### src/hw/rtl/mm3_pkg.sv
`timescale 1ns / 1ps

package mm3_pkg;

    localparam logic [63:0] C_ONE   = 64'h87c37b91114253d5;
    localparam logic [63:0] C_TWO   = 64'h4cf5ad432745937f;
    localparam logic [63:0] ADD_ONE = 64'h0000000052dce729;
    localparam logic [63:0] ADD_TWO = 64'h0000000038495ab5;
    localparam logic [63:0] FM_ONE  = 64'hff51afd7ed558ccd;
    localparam logic [63:0] FM_TWO  = 64'hc4ceb9fe1a85ec53;

    localparam int MUL_STEPS = 4;

    typedef enum logic [4:0] {
        ST_IDLE,
        ST_K1_M1, ST_K1_M2, ST_K2_M1, ST_K2_M2,
        ST_H1_MIX, ST_H2_MIX,
        ST_FIN_ADD,
        ST_A_X1, ST_A_M1, ST_A_X2, ST_A_M2, ST_A_X3,
        ST_B_X1, ST_B_M1, ST_B_X2, ST_B_M2, ST_B_X3,
        ST_FIN_OUT,
        ST_HOLD
    } state_t;

    typedef struct packed {
        logic        start;
        logic [63:0] a;
        logic [63:0] b;
    } mul_req_t;

    typedef struct packed {
        logic        done;
        logic [63:0] prod;
    } mul_rsp_t;

    function automatic logic [63:0] rotl(input logic [63:0] x, input logic [5:0] r);
        rotl = (x << r) | (x >> (7'd64 - {1'b0, r}));
    endfunction

    function automatic logic [63:0] byte_mask(input logic [4:0] n);
        logic [63:0] m;
        m = '1;
        if (n < 5'd8) begin
            m = (64'd1 << {n[2:0], 3'b000}) - 64'd1;
        end
        byte_mask = m;
    endfunction

endpackage

### src/hw/rtl/mm3_mul.sv
`timescale 1ns / 1ps

module mm3_mul (
    input  logic              aclk,
    input  logic              aresetn,
    input  mm3_pkg::mul_req_t req,
    output mm3_pkg::mul_rsp_t rsp
);
    import mm3_pkg::*;

    logic [63:0] a_reg, a_next;
    logic [63:0] b_reg, b_next;
    logic [63:0] acc_reg, acc_next;
    logic [1:0]  step_reg, step_next;
    logic        busy_reg, busy_next;
    logic        done_reg, done_next;
    logic [63:0] part;

    // 64x16 partial product per cycle, low 64 bits kept
    assign part = a_reg * {48'd0, b_reg[15:0]};

    always_comb begin
        a_next    = a_reg;
        b_next    = b_reg;
        acc_next  = acc_reg;
        step_next = step_reg;
        busy_next = busy_reg;
        done_next = 1'b0;
        if (req.start) begin
            a_next    = req.a;
            b_next    = req.b;
            acc_next  = '0;
            step_next = '0;
            busy_next = 1'b1;
        end else if (busy_reg) begin
            acc_next  = acc_reg + part;
            a_next    = a_reg << 16;
            b_next    = b_reg >> 16;
            step_next = step_reg + 2'd1;
            if (step_reg == 2'(MUL_STEPS - 1)) begin
                busy_next = 1'b0;
                done_next = 1'b1;
            end
        end
    end

    always_ff @(posedge aclk) begin
        if (!aresetn) begin
            busy_reg <= 1'b0;
            done_reg <= 1'b0;
            step_reg <= '0;
        end else begin
            busy_reg <= busy_next;
            done_reg <= done_next;
            step_reg <= step_next;
        end
        a_reg   <= a_next;
        b_reg   <= b_next;
        acc_reg <= acc_next;
    end

    assign rsp.done = done_reg;
    assign rsp.prod = acc_reg;
endmodule

### src/hw/rtl/murmur3_x64_128_hash.sv
`timescale 1ns / 1ps

// MurmurHash3 x64_128 engine. Feed a message as 16-byte blocks; assert tlast on the final
// block with its valid byte count (0..16, above 16 treated as 16). One 64-bit multiplier,
// built as four 64x16 steps, is shared by every multiply, and the sequencer waits on each
// multiply. A block is taken only once the one before it is fully mixed; a last block with
// 0 bytes skips the block multiplies and goes straight to finalization, and any last block's
// hash may also wait for room on the m_ side. A hash is held in the output
// register until taken; the next message can be fed meanwhile, but its own hash waits until
// that register frees up. Writing the seed reloads both lanes and clears the length,
// abandoning any message in progress.
module murmur3_x64_128_hash (
    input  logic         aclk,
    input  logic         aresetn,
    input  logic         cfg_valid,
    output logic         cfg_ready,
    input  logic [31:0]  cfg_data,
    input  logic         s_tvalid,
    output logic         s_tready,
    input  logic [135:0] s_tdata,   // block_lo[63:0], block_hi[127:64], byte_count[132:128]
    input  logic         s_tlast,   // last
    output logic         m_tvalid,
    input  logic         m_tready,
    output logic [127:0] m_tdata    // hash_lo[63:0], hash_hi[127:64]
);
    import mm3_pkg::*;

    state_t      state_reg, state_next;
    logic [63:0] seed_reg, seed_next;
    logic [63:0] h1_reg, h1_next;
    logic [63:0] h2_reg, h2_next;
    logic [63:0] len_reg, len_next;
    logic [63:0] k1_reg, k1_next;
    logic [63:0] k2_reg, k2_next;
    logic [4:0]  n_reg, n_next;
    logic        last_reg, last_next;
    logic [127:0] out_reg, out_next;
    logic        out_valid_reg, out_valid_next;
    logic        wait_reg, wait_next;
    mul_req_t    req;
    mul_rsp_t    rsp;
    logic [4:0]  n_in;
    logic [63:0] t;

    mm3_mul u_mul (.aclk(aclk), .aresetn(aresetn), .req(req), .rsp(rsp));

    assign cfg_ready = (state_reg == ST_IDLE);
    assign s_tready  = (state_reg == ST_IDLE) && !cfg_valid;
    assign m_tvalid  = out_valid_reg;
    assign m_tdata   = out_reg;
    assign n_in      = (s_tdata[132:128] > 5'd16) ? 5'd16 : s_tdata[132:128];

    always_comb begin
        state_next     = state_reg;
        seed_next      = seed_reg;
        h1_next        = h1_reg;
        h2_next        = h2_reg;
        len_next       = len_reg;
        k1_next        = k1_reg;
        k2_next        = k2_reg;
        n_next         = n_reg;
        last_next      = last_reg;
        out_next       = out_reg;
        out_valid_next = out_valid_reg;
        wait_next      = 1'b0;
        req.start      = 1'b0;
        req.a          = '0;
        req.b          = '0;
        t              = '0;
        if (out_valid_reg && m_tready) begin
            out_valid_next = 1'b0;
        end
        case (state_reg)
            ST_IDLE: begin
                if (cfg_valid) begin
                    seed_next = {32'd0, cfg_data};
                    h1_next   = {32'd0, cfg_data};
                    h2_next   = {32'd0, cfg_data};
                    len_next  = '0;
                end else if (s_tvalid) begin
                    last_next = s_tlast;
                    n_next    = s_tlast ? n_in : 5'd16;
                    if (s_tlast && n_in != 5'd16) begin
                        k1_next = s_tdata[63:0] & byte_mask(n_in);
                        k2_next = s_tdata[127:64] &
                                  ((n_in > 5'd8) ? byte_mask(n_in - 5'd8) : 64'd0);
                    end else begin
                        k1_next = s_tdata[63:0];
                        k2_next = s_tdata[127:64];
                    end
                    len_next = len_reg + (s_tlast ? {59'd0, n_in} : 64'd16);
                    if (s_tlast && n_in == 5'd0) begin
                        state_next = ST_FIN_ADD;
                    end else begin
                        state_next = ST_K1_M1;
                        wait_next  = 1'b1;
                    end
                end
            end
            ST_K1_M1: begin
                req.start = wait_reg;
                req.a = k1_reg;
                req.b = C_ONE;
                if (rsp.done) begin
                    k1_next    = rotl(rsp.prod, 6'd31);
                    state_next = ST_K1_M2;
                    wait_next  = 1'b1;
                end
            end
            ST_K1_M2: begin
                req.start = wait_reg;
                req.a = k1_reg;
                req.b = C_TWO;
                if (rsp.done) begin
                    k1_next    = rsp.prod;
                    state_next = ST_K2_M1;
                    wait_next  = 1'b1;
                end
            end
            ST_K2_M1: begin
                req.start = wait_reg;
                req.a = k2_reg;
                req.b = C_TWO;
                if (rsp.done) begin
                    k2_next    = rotl(rsp.prod, 6'd33);
                    state_next = ST_K2_M2;
                    wait_next  = 1'b1;
                end
            end
            ST_K2_M2: begin
                req.start = wait_reg;
                req.a = k2_reg;
                req.b = C_ONE;
                if (rsp.done) begin
                    k2_next = rsp.prod;
                    if (n_reg == 5'd16) begin
                        state_next = ST_H1_MIX;
                    end else begin
                        h1_next = h1_reg ^ k1_reg;
                        state_next = ST_FIN_ADD;
                    end
                end
            end
            ST_H1_MIX: begin
                t = rotl(h1_reg ^ k1_reg, 6'd27) + h2_reg;
                h1_next = (t << 2) + t + ADD_ONE;
                state_next = ST_H2_MIX;
            end
            ST_H2_MIX: begin
                t = rotl(h2_reg ^ k2_reg, 6'd31) + h1_reg;
                h2_next = (t << 2) + t + ADD_TWO;
                state_next = last_reg ? ST_FIN_ADD : ST_IDLE;
            end
            ST_FIN_ADD: begin
                // tail case: lane two mixed with k2 (zero mask leaves k2 at 0 -> skip)
                if (n_reg != 5'd16 && n_reg > 5'd8) begin
                    t = h2_reg ^ k2_reg;
                end else begin
                    t = h2_reg;
                end
                // k1 for tail already folded into h1 at ST_K2_M2
                k1_next = (h1_reg ^ len_reg) + (t ^ len_reg);
                k2_next = (t ^ len_reg) + (h1_reg ^ len_reg) + (t ^ len_reg);
                state_next = ST_A_X1;
            end
            ST_A_X1: begin
                k1_next = k1_reg ^ (k1_reg >> 33);
                state_next = ST_A_M1;
                wait_next = 1'b1;
            end
            ST_A_M1: begin
                req.start = wait_reg;
                req.a = k1_reg;
                req.b = FM_ONE;
                if (rsp.done) begin
                    k1_next = rsp.prod;
                    state_next = ST_A_X2;
                end
            end
            ST_A_X2: begin
                k1_next = k1_reg ^ (k1_reg >> 33);
                state_next = ST_A_M2;
                wait_next = 1'b1;
            end
            ST_A_M2: begin
                req.start = wait_reg;
                req.a = k1_reg;
                req.b = FM_TWO;
                if (rsp.done) begin
                    k1_next = rsp.prod;
                    state_next = ST_A_X3;
                end
            end
            ST_A_X3: begin
                k1_next = k1_reg ^ (k1_reg >> 33);
                k2_next = k2_reg ^ (k2_reg >> 33);
                state_next = ST_B_M1;
                wait_next = 1'b1;
            end
            ST_B_X1: begin
                k2_next = k2_reg ^ (k2_reg >> 33);
                state_next = ST_B_M1;
                wait_next = 1'b1;
            end
            ST_B_M1: begin
                req.start = wait_reg;
                req.a = k2_reg;
                req.b = FM_ONE;
                if (rsp.done) begin
                    k2_next = rsp.prod;
                    state_next = ST_B_X2;
                end
            end
            ST_B_X2: begin
                k2_next = k2_reg ^ (k2_reg >> 33);
                state_next = ST_B_M2;
                wait_next = 1'b1;
            end
            ST_B_M2: begin
                req.start = wait_reg;
                req.a = k2_reg;
                req.b = FM_TWO;
                if (rsp.done) begin
                    k2_next = rsp.prod;
                    state_next = ST_B_X3;
                end
            end
            ST_B_X3: begin
                k2_next = k2_reg ^ (k2_reg >> 33);
                state_next = ST_FIN_OUT;
            end
            ST_FIN_OUT: begin
                state_next = ST_HOLD;
                if (!out_valid_next) begin
                    out_next = {k2_reg + k1_reg + k2_reg, k1_reg + k2_reg};
                    out_valid_next = 1'b1;
                    h1_next = seed_reg;
                    h2_next = seed_reg;
                    len_next = '0;
                    state_next = ST_IDLE;
                end
            end
            ST_HOLD: begin
                state_next = ST_FIN_OUT;
            end
            default: begin
                state_next = ST_IDLE;
            end
        endcase
    end

    always_ff @(posedge aclk) begin
        if (!aresetn) begin
            state_reg     <= ST_IDLE;
            out_valid_reg <= 1'b0;
            wait_reg      <= 1'b0;
            seed_reg      <= '0;
            h1_reg        <= '0;
            h2_reg        <= '0;
            len_reg       <= '0;
        end else begin
            state_reg     <= state_next;
            out_valid_reg <= out_valid_next;
            wait_reg      <= wait_next;
            seed_reg      <= seed_next;
            h1_reg        <= h1_next;
            h2_reg        <= h2_next;
            len_reg       <= len_next;
        end
        k1_reg   <= k1_next;
        k2_reg   <= k2_next;
        n_reg    <= n_next;
        last_reg <= last_next;
        out_reg  <= out_next;
    end
endmodule
### config.mk
export PLATFORM = sky130hd
export DESIGN_NAME = murmur3_x64_128_hash
export DESIGN_NICKNAME = d
export VERILOG_FILES = /design/src/hw/rtl/mm3_pkg.sv /design/src/hw/rtl/mm3_mul.sv /design/src/hw/rtl/murmur3_x64_128_hash.sv
export SDC_FILE = /design/constraint.sdc
export NUM_CORES = 2
export LEC_CHECK = 0
export ABC_AREA = 1
export BUFFER_PORTS_ARGS = -buffer_cell sky130_fd_sc_hd__buf_2
export CAP_MARGIN = 30
export CORE_ASPECT_RATIO = 1.5
export CORE_UTILIZATION = 30
export CTS_BUF_LIST = sky130_fd_sc_hd__clkbuf_8
export DETAILED_ROUTE_END_ITERATION = 6
export GPL_ROUTABILITY_DRIVEN = 0
export PLACE_DENSITY = 0.45
export SLEW_MARGIN = 40
export SYNTH_ARGS = -nofsm -noshare
export SYNTH_HDL_FRONTEND = slang
export SYNTH_SLANG_ARGS = --single-unit
### constraint.sdc
create_clock -name aclk -period 8 [get_ports aclk]
set_clock_uncertainty 0.15 [all_clocks]
set_input_delay 2.4 -clock aclk [delete_from_list [all_inputs] [get_ports aclk]]
set_output_delay 2.4 -clock aclk [all_outputs]
set_load 0.05 [all_outputs]
* Word-level counts from Yosys, hierarchy flattened
Cells that the tools add are included.
Word-level totals: register bits 689
Operators by class: add/subtract/negate cells 16, $mul 1, $lt $le $gt $ge 5, equal/unequal tests 39, shift operators 2, mux-type cells 67, bitwise gates (word level) 16, reduce and logical (&&, ||, !) cells 33
Operator list (count):
- $mux W64 | 33
- $pmux W129 S8 | 1
- $pmux W64 S5 | 2
- $add A64 B64 Y64 | 9
- $pmux W64 S4 | 1
- $xor A64 B64 Y64 | 4
- $pmux W64 S3 | 1
- $and A64 B64 Y64 | 2
- $or A64 B31 Y64 | 2
- $pmux W64 S2 | 1
- $shl A1 B6 Y64 const A | 2
- $sub A64 B1 Y64 const B | 2
- $xor A64 B31 Y64 | 2
- $pmux W5 S18 | 1
- $mux W5 | 13
- $add A64 B30 Y64 const B | 1
- $add A64 B31 Y64 const B | 1
- $add A64 B5 Y64 | 1
- $mul A64 B16 Y64 | 1
- $or A64 B27 Y64 | 1
- $or A64 B33 Y64 | 1
- $eq A5 B4 Y1 const B | 8
- $eq A5 B5 Y1 const B | 5
- $ne A2 B1 Y1 const B | 11
- other kinds (32) | 73

* Logic depth before layout (Yosys ltp)
depth in word-level cells 16, gate-level depth with buffers 39, mapped depth without buffers 39

* Cells and area by module
From an unflattened synthesis, not the netlist that was laid out.
Unflattened totals: cell total of the unflattened synthesis 14454, area, all modules 99751.9 um^2
By module, submodules not included:
- murmur3_x64_128_hash | instances 1, cells each 9378, area an instance 61118.6 um^2, sequential area each 12492.0 um^2
- mm3_mul | instances 1, cells each 5076, area an instance 38633.3 um^2, sequential area each 5205.0 um^2

* Worst setup path after synthesis
No wires, ideal clock.
kind input port to flip-flop, from in m_tready, to reg out_reg[0], in the netlist m_tdata[0], enable pin, setup time 0.617 ns, data arrival time 7.769 ns, slack -0.536 ns, stages 2, buffers on the path 0, path through nor2_1 -> nor2_1
Between the ends: word-level cells in the longest chain between the ends 4
Ends and longest elaborated chain:
- from (decl) | line murmur3_x64_128_hash.sv:23 | input logic m_tready,
- $logic_and A1 B1 Y1 | line murmur3_x64_128_hash.sv:70 | if (out_valid_reg && m_tready) begin
- $mux W1 | line murmur3_x64_128_hash.sv:70
- $not A1 Y1 (no source line)
- $reduce_and A2 Y1 (no source line)
- to (signal assigned) | line murmur3_x64_128_hash.sv:274 | out_reg <= out_next;
- to (decl) | line murmur3_x64_128_hash.sv:37 | logic [127:0] out_reg, out_next;
No other way between the ends. A chain may end at the register's enable or synchronous reset.

* Final worst setup path
from reg n_reg[1], to reg k2_reg[57], data pin
Between the ends: word-level cells in the longest chain between the ends 8, elaborated cells on any way between the ends 9, classes of those cells 2 x add/sub; 1 x order compare; 1 x eq/ne; 3 x mux; 1 x bitwise; 1 x reduce/logical
Ends and longest elaborated chain:
- from (decl) | line murmur3_x64_128_hash.sv:35 | logic [4:0] n_reg, n_next;
- from (signal assigned) | line murmur3_x64_128_hash.sv:272 | n_reg <= n_next;
- $gt A5 B4 Y1 or $ne A5 B5 Y1 (tied branches) | line murmur3_x64_128_hash.sv:156 | if (n_reg != 5'd16 && n_reg > 5'd8) begin
- $logic_and A1 B1 Y1 * | line murmur3_x64_128_hash.sv:156
- $mux W64 * | line murmur3_x64_128_hash.sv:156
- $mux W64 * | line murmur3_x64_128_hash.sv:73 | case (state_reg)
- $xor A64 B64 Y64 * | line murmur3_x64_128_hash.sv:163 | k2_next = (t ^ len_reg) + (h1_reg ^ len_reg) + (t ^ len_reg);
- $add A64 B64 Y64 | line murmur3_x64_128_hash.sv:163
- $add A64 B64 Y64 * | line murmur3_x64_128_hash.sv:163
- $pmux W64 S5 * | line murmur3_x64_128_hash.sv:73
- net k2_next[57] | line murmur3_x64_128_hash.sv:34 | logic [63:0] k2_reg, k2_next;
- to (signal assigned) | line murmur3_x64_128_hash.sv:271 | k2_reg <= k2_next;
- to (decl) | line murmur3_x64_128_hash.sv:34
The timed path passes the listed nets; every way through them passes the cells marked *. The select of a mux whose other input is x is not followed.

==> results.sh <==
export IMPL_die_w_um=468
export IMPL_yosysTopAreaCellShare=0.168
export IMPL_num_fill_cells=35978
export IMPL_syn_nets=15568
export IMPL_portBuffers=301
export IMPL_wl_per_cell_um=30.1
export IMPL_grt_start_max_net_pins=129
export IMPL_yosys_area_top_type="fa_1"
export IMPL_synth_area_top_cells="fa_1 (17%), nand2_1 (12%), edfxtp_1 (12%)"
export IMPL_dieArea_um2=328000
export IMPL_numCtsBuffers=114
export IMPL_syn_area_um2=97600
export IMPL_cp_arrival_ps=8070
export IMPL_hold_depth=2
export IMPL_wl_um=565000
export IMPL_largest_register_ffs=128
export IMPL_fmax_ghz=0.130
export IMPL_cap_viol_max_count=0
export IMPL_via_per_inst=5.40
export IMPL_vias=101196
export IMPL_antenna_found_initial=59
export IMPL_fp_coreArea_um2=324000
export IMPL_grt_pass1_wl_um=772000
export IMPL_cts_tree="done"
export IMPL_layout_drive_gt1_share=0.0840
export IMPL_synth_distinct_cells=69
export IMPL_reg2reg_to="k2_reg[57]"
export IMPL_timing_reg2reg_setup_slack_ps=320
export IMPL_drt_first_pass_iters=6
export IMPL_fin_crit_ps=7680
export IMPL_tns_ps=0
export IMPL_yosysSeqAreaShare=0.180
export IMPL_track_usage=0.341
export IMPL_hold_class="reg2reg"
export IMPL_max_stage_delay_ps=390
export IMPL_startpoint="n_reg[1]"
export IMPL_cp_start_kind="register"
export IMPL_dp_hpwl_um=473000
export IMPL_netlist_instances=13842
export IMPL_clock_latency_ps=1010
export IMPL_top_usage_layer="met2"
export IMPL_crit_type="reg2reg"
export IMPL_num_io_pins=305
export IMPL_clock_path_buffers=3
export IMPL_rsz0062_at_grt="false"
export IMPL_cp_top_family="simple AND/OR/NAND/NOR gates"
export IMPL_slew_headroom=0.329
export IMPL_critPathBufInv=2
export IMPL_postRouteAntennaNets=0
export IMPL_yosys_warnings=0
export IMPL_initial_core_util=0.301
export IMPL_maxSlewViolCount=0
export IMPL_crit_top_cell="nand2_1"
export IMPL_synth_ff_type="edfxtp_1"
export IMPL_syn_to_final_growth_pct=12.7
export IMPL_use_met2=0.553
export IMPL_r2r_cells=30
export IMPL_min_from="u_mul.acc_reg[56]"
export IMPL_tightest_slew_ps=1000
export IMPL_holdPathEnd="k1_reg[56]"
export IMPL_period_share=0.961
export IMPL_setup_viol=0
export IMPL_cp_data_required_time_ps=8380
export IMPL_grt_overflow_total=0
export IMPL_async_reset_ff_frac=0
export IMPL_end_kind="register"
export IMPL_synth_seq_cells=685
export IMPL_first_iter_violations=9800
export IMPL_drc_errors=0
export IMPL_h_tree_depth=3
export IMPL_use_met1=0.345
export IMPL_cp_max_fo=65
export IMPL_hold_viol_final=0
export IMPL_syn_area_per_cell_um2=7.05
export IMPL_use_met3=0.0937
export IMPL_post_cts_setup_buffers=0
export IMPL_timing_rr_start="n_reg[1]"
export IMPL_synth_edf_count=386
export IMPL_final_nets=16091
export IMPL_grt_pass1_vias=100639
export IMPL_cts_clk_slew_worst_paths_ps=70
export IMPL_critPathSlowestCell="or2_2"
export IMPL_num_rows=256
export IMPL_outcome="finished, final reports clean"
export IMPL_die_height_um=701
export IMPL_root_buffer="clkbuf_8"
export IMPL_cts_sinks=685
-- worst max-delay path by stage --
stage / to / slack [ps] / cells after the start
global placement: u_mul.acc_reg[49] / 520 / 23
detailed placement: k2_reg[54] / 550 / 30
global route: k2_reg[61] / 60 / 34
floorplan: m_tdata[0] / 1600 / 2
CTS: k2_reg[54] / 370 / 30
finish: k2_reg[57] / 320 / 30
-- per-stage QoR --
stage / instance area [um2] / instances / setup slack (ps) / util / hold WS [ps]
floorplan: 97600 / 13842 / 1600 / - / 280
finish: 110000 / 18754 / 316 / 0.340 / 324
CTS: 110000 / 18711 / 372 / 0.339 / 332
detailed placement: 107000 / 18502 / 548 / 0.331 / 323
global route: 110000 / 18724 / 64.6 / 0.339 / 358
global placement: 107000 / 18486 / 520 / 0.331 / 306
-- worst min-delay path, stage by stage, from the launching register on --
cell and delay, ps:
dfxtp_1 350, nand2_1 60, nand4_1 80
-- synthesized netlist by cell type (all sizes together), types with 35 or more instances --
library cell / number
a211oi: 35
a21boi: 43
a21o: 78
a21oi: 1130
a22oi: 66
a31oi: 199
buf: 93
clkbuf: 328
dfxtp: 299
edfxtp: 386
fa: 821
ha: 731
inv: 2484
mux2i: 57
nand2: 3170
nand3: 485
nand4: 102
nor2: 1127
nor3: 171
nor4: 51
o2111ai: 61
o211ai: 45
o21a: 57
o21ai: 762
o21bai: 66
o22ai: 35
or2: 112
xnor2: 167
xor2: 483
-- area by class of cell --
class | count | area [um2] | area share
antenna | 39 | 97.6 | 0.000887
clock buffer | 131 | 1800 | 0.0164
clock inverter | 78 | 582 | 0.00529
inverter | 2490 | 9350 | 0.0850
multi-input combinational | 10246 | 69400 | 0.631
sequential | 685 | 17600 | 0.160
tap | 4257 | 5330 | 0.0484
timing repair buffer | 828 | 5880 | 0.0535
-- cells by family after synthesis --
kind of cell	after synthesis	synth area share
muxes	57	0.00584
xor gates and xnor gates	650	0.0583
adders and majority gates	1552	0.262
and+or+nand+nor	5283	0.222
AOI/OAI and AO/OA	2704	0.159
buffers and inverters	2911	0.113
DFF	685	0.180
-- placed cells by master (no fill, tap or decap), types with 18 or more instances in the layout --
cell type,instances
a31oi_1,195
nand4_1,102
diode_2,39
a22oi_1,66
nor2_1,1108
o21a_1,57
a41oi_1,23
a21oi_1,1124
a221oi_1,29
o221ai_1,21
xor2_1,475
nor4_1,49
o2111ai_1,61
a21o_1,78
nand3_1,480
o211ai_1,45
buf_4,484
nand2_1,3163
buf_2,301
xnor2_1,167
o22ai_1,34
mux2i_1,56
dfxtp_1,290
nor3_1,164
or2_2,108
nand3b_1,26
o21ai_1,33
fa_1,821
inv_1,2500
a211oi_1,34
a21boi_0,39
clkinv_2,18
ha_1,731
buf_12,21
edfxtp_1,386
o21ai_0,720
clkbuf_8,131
inv_2,19
o21bai_1,66
-- per-layer routing --
metal | part of all wire | wire length [um] | vias to the layer above
li1 | - | - | 45764
met1 | 0.33 | 187000 | 48793
met2 | 0.46 | 260000 | 4797
met3 | 0.086 | 48400 | 1810
met4 | 0.12 | 69800 | 32
met5 | 0.00039 | 218 | -
-- what timing repair did --
item	in CTS	in global routing
gates resized for setup	0	7
endpoints found under the setup margin	0	9
hold buffers	0	0
Power is not shown: default switching activity piles up to over one toggle a cycle in this logic, so the estimate is an artifact.
